===== config.mk =====
export PLATFORM = sky130hd
export DESIGN_NAME = tsi_serial_mul
export DESIGN_NICKNAME = d
export VERILOG_FILES = /design/src/design/tsi_pkg.sv /design/src/design/tsi_serial_mul.sv
export SDC_FILE = /design/constraint.sdc
export NUM_CORES = 1
export LEC_CHECK = 0
export BUFFER_PORTS_ARGS = -buffer_cell sky130_fd_sc_hd__buf_2
export CORE_MARGIN = 2
export CORE_UTILIZATION = 52
export CTS_CLUSTER_SIZE = 12
export DETAILED_ROUTE_END_ITERATION = 7
export GPL_ROUTABILITY_DRIVEN = 0
export GPL_TIMING_DRIVEN = 0
export PLACE_DENSITY = 0.77
export SLEW_MARGIN = 20
export SYNTH_ARGS = -nofsm -noshare
export SYNTH_HDL_FRONTEND = slang
export SYNTH_SLANG_ARGS = --single-unit

===== constraint.sdc =====
create_clock -name clk -period 3.3 [get_ports clk]
set_input_delay 0.99 -clock clk [delete_from_list [all_inputs] [get_ports clk]]
set_output_delay 0.99 -clock clk [all_outputs]
set_load 0.02 [all_outputs]

===== src/design/tsi_pkg.sv =====
// Shared types and constants for the table sample interpolator.
// Standalone: depends on nothing.
package tsi_pkg;
	localparam logic [1:0] KIND_LINEAR  = 2'd0;
	localparam logic [1:0] KIND_CUBIC   = 2'd1;
	localparam logic [1:0] KIND_HERMITE = 2'd2;
	localparam logic [1:0] KIND_INVALID = 2'd3;

	localparam logic [1:0] REG_LENGTH  = 2'd0;
	localparam logic [1:0] REG_WRAP    = 2'd1;
	localparam logic [1:0] REG_TENSION = 2'd2;
	localparam logic [1:0] REG_BIAS    = 2'd3;

	localparam int ACC_W = 56;
	localparam int FRAC_W = 16;

	typedef logic signed [ACC_W-1:0] acc_t;
endpackage


===== src/design/tsi_serial_mul.sv =====
// Bit-serial signed by unsigned multiplier: one fraction bit per cycle.
// Depends on tsi_pkg for the accumulator type.
module tsi_serial_mul (
	input  logic               clk,
	input  logic               arst_n,
	input  logic               go,
	input  tsi_pkg::acc_t      a,
	input  logic [15:0]        f,
	output logic               done,
	output tsi_pkg::acc_t      p
);
	import tsi_pkg::*;

	logic [15:0] f_q;
	logic [4:0]  cnt_q;
	logic        run_q;
	acc_t        a_q;
	acc_t        acc_q;
	acc_t        acc_n;

	// Shift-right add: after 16 steps acc holds floor(a*f / 2^16).
	always_comb begin
		acc_n = acc_q;
		if (f_q[0]) begin
			acc_n = acc_q + a_q;
		end
		acc_n = acc_n >>> 1;
	end

	always_ff @(posedge clk or negedge arst_n) begin
		if (!arst_n) begin
			run_q <= 1'b0;
			cnt_q <= '0;
			done  <= 1'b0;
		end else begin
			done <= 1'b0;
			if (go) begin
				run_q <= 1'b1;
				cnt_q <= '0;
			end else if (run_q) begin
				cnt_q <= cnt_q + 5'd1;
				if (cnt_q == 5'd15) begin
					run_q <= 1'b0;
					done  <= 1'b1;
				end
			end
		end
	end

	always_ff @(posedge clk) begin
		if (go) begin
			a_q   <= a;
			f_q   <= f;
			acc_q <= '0;
		end else if (run_q) begin
			acc_q <= acc_n;
			f_q   <= {1'b0, f_q[15:1]};
		end
	end

	assign p = acc_q;

	assert property (@(posedge clk) disable iff (!arst_n) !(go && run_q))
		else $error("multiplier restarted while running");
	assert property (@(posedge clk) disable iff (!arst_n) !(done && run_q))
		else $error("done raised while running");
	assert property (@(posedge clk) disable iff (!arst_n) done |-> $past(run_q))
		else $error("done without a run");
endmodule


Word level (Yosys, flattened, before mapping):

Cells that the tools add are included.

* bits in registers: 134
* bits of input ports: 75
* output and inout port bits: 57
* word-level logic and storage cells: 21

* add/sub/neg operators: 2
* equality and inequality tests: 1
* mux-type cells: 11
* reductions and logical operators: 1

Operators with widths (count)
* adder 55 x 56 -> 56 bit: 1
* two-way mux 56 bit: 1
* two-way mux 16 bit: 2
* two-way mux 5 bit: 2
* two-way mux 1 bit: 6
* adder 5 x 1 -> 5 bit, second input constant: 1
* equality test 5 x 4 -> 1 bit, second input constant: 1
* nonzero test 2 bit: 1

Longest topological paths before layout:

* depth after elaboration: 4
* mapped depth: 11
* gate-level depth less buffers: 11

Worst setup path before layout:

Ideal clock, no wire load.

* kind: register to register
* start point: register acc_q[0], in the netlist p[0]
* end point: register acc_q[53], in the netlist p[53]
* library setup time: 0.116 ns
* arrival time: 3.147 ns
* data required time: 3.184 ns
* setup slack: 0.037 ns
* stages on the path, launching flop included: 12
* buffers on the path: 0
* period minus slack after synthesis: 3.263 ns
* path through: dfxtp_1 -> and2_1 -> fa_1 -> a21o_1 -> a221o_2 -> o31ai_4 -> o41ai_2 -> a41o_1 -> a211o_4 -> a221oi_4 -> o211ai_2 -> a31o_1

* longest elaborated chain between the ends: 2

Ends and longest elaborated chain
* start, declared: line tsi_serial_mul.sv:18 `acc_t acc_q;`
* start signal, assigned: line tsi_serial_mul.sv:56 `acc_q <= acc_n;`
* adder 55 x 56 -> 56 bit: line tsi_serial_mul.sv:25 `acc_n = acc_q + a_q;`
* two-way mux 56 bit: line tsi_serial_mul.sv:24 `if (f_q[0]) begin`

Every way passes these cells.
A chain may end at the register's enable or synchronous reset.

Worst setup path after layout:

* start point: register a_q[0]
* end point: register acc_q[53], in the netlist p[53]

* longest elaborated chain between the ends: 2

Ends and longest elaborated chain
* start, declared: line tsi_serial_mul.sv:17 `acc_t a_q;`
* start signal, assigned: line tsi_serial_mul.sv:52 `a_q <= a;`
* adder 55 x 56 -> 56 bit: line tsi_serial_mul.sv:25
* two-way mux 56 bit: line tsi_serial_mul.sv:24

Every way passes these cells.

==> run_results.csv <==
group,metric,value,unit
setup_path,cp-end-kind,"flip-flop",
synthesis,yosysUniqueCellTypes,66,
grt,grt_max_degree,58,
detailed_routing,wl_per_cell,17.5,µm
grt,gr-usage-met2,0.407,
sta,period_share,1.03,
setup_path,cp_data_required_time,3630,ps
synthesis,synth-seq-cells,134,
place,port-buffer-count,131,
grt,grt_util_all_layers,0.257,
setup_path,cpMaxStageDelayCell,"a221o_2",
clock_tree,clockRootBuffer,"clkbuf_16",
synthesis,syn_avg_cell_area,9.56,µm²
sta,setup_violations,3,
setup_path,crit_start,"a_q[0]",
synthesis,synth.area.top_cells,"edfxtp_1 26%, dfxtp_1 13%, ha_1 8.5%",
setup_path,r2r-start,"a_q[0]",
cells_and_area,final_common_cell,"buf_2",
setup_path,critPathCapture,"p[53]",
floorplanning,die_w,130,µm
setup_path,r2r-end,"p[53]",
floorplanning,io_pins,132,
synthesis,yosys.area.top_type,"edfxtp_1",
grt,grt_overflow_total,0,
clock_tree,hold_buffers,0,
clock_tree,htreeDepth,4,
sta,skew,8.18,ps
detailed_routing,vias,7372,
cells_and_area,n_fill_cell,1351,
setup_path,r2r_setup_slack,-110,ps
cells_and_area,num_antenna_cells,0,
grt,met3_usage,0.0599,
setup_path,rr_worst_depth,11,
grt,gr-max-usage-layer,"met2",
sta,fin_ws,-113,ps
clock_tree,cts.clk_slew.worst_paths,60,ps
run,cap_violations,0,
sta,slew_headroom,0.417,
clock_tree,cts.sinks,134,
floorplanning,num_rows,46,
setup_path,cp_cell_sequence,"and2_4 > fa_2 > a21o_1 > a221o_2 > o31ai_4 > o41ai_4 > a41o_1 > a211o_4 > a221oi_4 > o211ai_2 > a31o_1",
setup_path,cp.arrival,3740,ps
place,place_inst,1209,
setup_path,cp_max_fo,5,
grt,antenna_found_initial,0,
clock_tree,clock_latency,430,ps
synthesis,async_reset_ff_frac,0.0522,
floorplanning,die_h,130,µm
cells_and_area,nets,1150,
clock_tree,clockBufferDepth,2,
place,dp_hpwl,15500,µm
detailed_routing,dr.pass1.iters,8,
floorplanning,core,15700,µm²
sta,timing.final.crit_period,3410,ps
cells_and_area,area_delta_synth_final,20.1,%
clock_tree,numCtsBuffers,17,
cells_and_area,regArea,3440,µm²
cells_and_area,multi_input_area,4660,µm²
pwr,peakVddDrop,0.473,mV
detailed_routing,vias_per_cell,5.91,
detailed_routing,initialDrtViolationCount,731,
sta,drv_slew,0,
pwr,totalPowerFinal,6.95,mW
worst_hold_path,hold_class,"input port to async pin",
setup_path,critPathKind,"flip-flop to flip-flop",
synthesis,yosys_most_used_dff,"edfxtp_1",
detailed_routing,drc,0,
synthesis,synth_warnings,0,
floorplanning,initial_core_util,0.526,
sta,hold_viol_final,0,
sta,rsz0062_at_grt,"yes",
status,violations,"setup timing",
setup_path,cpPeakStageDelay,410,ps
synthesis,synth_enable_flop_cells,72,
synthesis,synth_top_cell_area_share,0.262,
synthesis,syn_area,8240,µm²
pwr,powerDensity,702,nW/µm²
cells_and_area,final_layout_size_suffix_gt1_frac,0.214,
sta,max_slew.worst_pin.slew,874,ps
setup_path,cp-start-kind,"flip-flop",
cells_and_area,layout_common_cells,"130 x buf_2, 98 x nor2_1, 74 x a21oi_1",
synthesis,synth_nets,994,
grt,met1_usage,0.347,
cells_and_area,finalNonFillerCells,1247,
clock_tree,tritoncts,"built",
grt,grt_pass1_vias,6832,
status,status,"complete, but fails checks",
detailed_routing,ant_nets,0,
pwr,p_leak,4.41,nW
synthesis,synth_cells,862,
floorplanning,die_area,16900,µm²
grt,grt_pass1_wl,34000,µm
synthesis,yosysSeqAreaShare,0.417,
detailed_routing,wl,21800,µm
sta,max_freq,293,MHz
[what timing repair did]
item	CTS	global route
endpoints found under the setup margin	11	21
setup buffers	9	5
resized for setup	7	15
pin swaps	11	7
[per-layer routing]
metal / part of all wire / wire, µm
met5: 0 / 0
met4: 0.021 / 456
met3: 0.070 / 1530
met2: 0.46 / 10100
met1: 0.45 / 9810
[power breakdown]
part | switching, mW | total [mW] | internal [mW]
Clock | 0.805 | 1.80 | 0.997
Combinational | 1.71 | 2.87 | 1.16
Sequential | 0.254 | 2.27 | 2.02
[layout make-up]
type | instances | share of cell area
buffer | 42 | 0.0163
clock buffer | 18 | 0.0444
clock inverter | 14 | 0.0119
inverter | 13 | 0.00493
multi-input combinational | 665 | 0.471
sequential | 134 | 0.347
tap | 216 | 0.0273
timing repair buffer | 145 | 0.0771
[critical path, delay by kind of cell (launching register included)]
| family | cells | cell delay, ps |
|---|---|---|
| DFF | 1 | 390 |
| adders and majority gates | 1 | 340 |
| and+or+nand+nor | 1 | 160 |
| AOI/OAI and AO/OA | 9 | 2400 |
[worst min path at each step]
stage / end / cells after the start / slack [ps]
after floorplan: cnt_q[3] / 2 / 500
after global placement: p[12] / 2 / 500
after detailed placement: p[18] / 2 / 510
after CTS: cnt_q[2] / 1 / 370
after global routing: cnt_q[4] / 1 / 380
final: cnt_q[4] / 1 / 380
[cells in the mapped netlist, types with 14 or more instances]
library cell	count
a211oi_1	47
a21o_1	36
a21oi_1	74
and3_1	14
clkbuf_1	43
dfxtp_1	55
edfxtp_1	72
ha_1	56
mux2_2	15
mux2i_1	29
nand2_1	59
nand3_1	14
nand4_1	20
nor2_1	98
o21ai_0	37
xnor2_1	17
xor2_1	30
[cell families (layout without fill, tap and decap cells)]
group / count (synthesis) / in the layout / share of synthesized area
AO/OA/AOI/OAI: 271 / 271 / 0.223
buffers and inverters: 63 / 232 / 0.0292
adder cells (fa/ha/maj): 57 / 57 / 0.0875
multiplexers: 44 / 44 / 0.0557
AND/OR/NAND/NOR: 246 / 246 / 0.137
XOR/XNOR: 47 / 47 / 0.0500
flip-flops: 134 / 134 / 0.417
[registers in the layout (all words and copies together), names as in the netlist]
signal / cells
a_q: 56
run_q: 1
p: 55
cnt_q: 5
f_q: 16
done: 1
[metrics by stage]
| step | setup TNS, ps | utilization | cell area [µm²] | setup WS (ps) | hold WS, ps |
|---|---|---|---|---|---|
| 2_1_floorplan | 0 | - | 8240 | 37.3 | 497 |
| 3_3_place_gp | -8210 | 0.585 | 9170 | -271 | 503 |
| 3_5_place_dp | -1190 | 0.586 | 9170 | -262 | 512 |
| 4_1_cts | -42.7 | 0.628 | 9830 | -42.7 | 375 |
| 5_1_grt | -852 | 0.632 | 9890 | -185 | 377 |
| 6_report | -218 | 0.632 | 9890 | -113 | 384 |
Power figures use the tool's default switching activity.
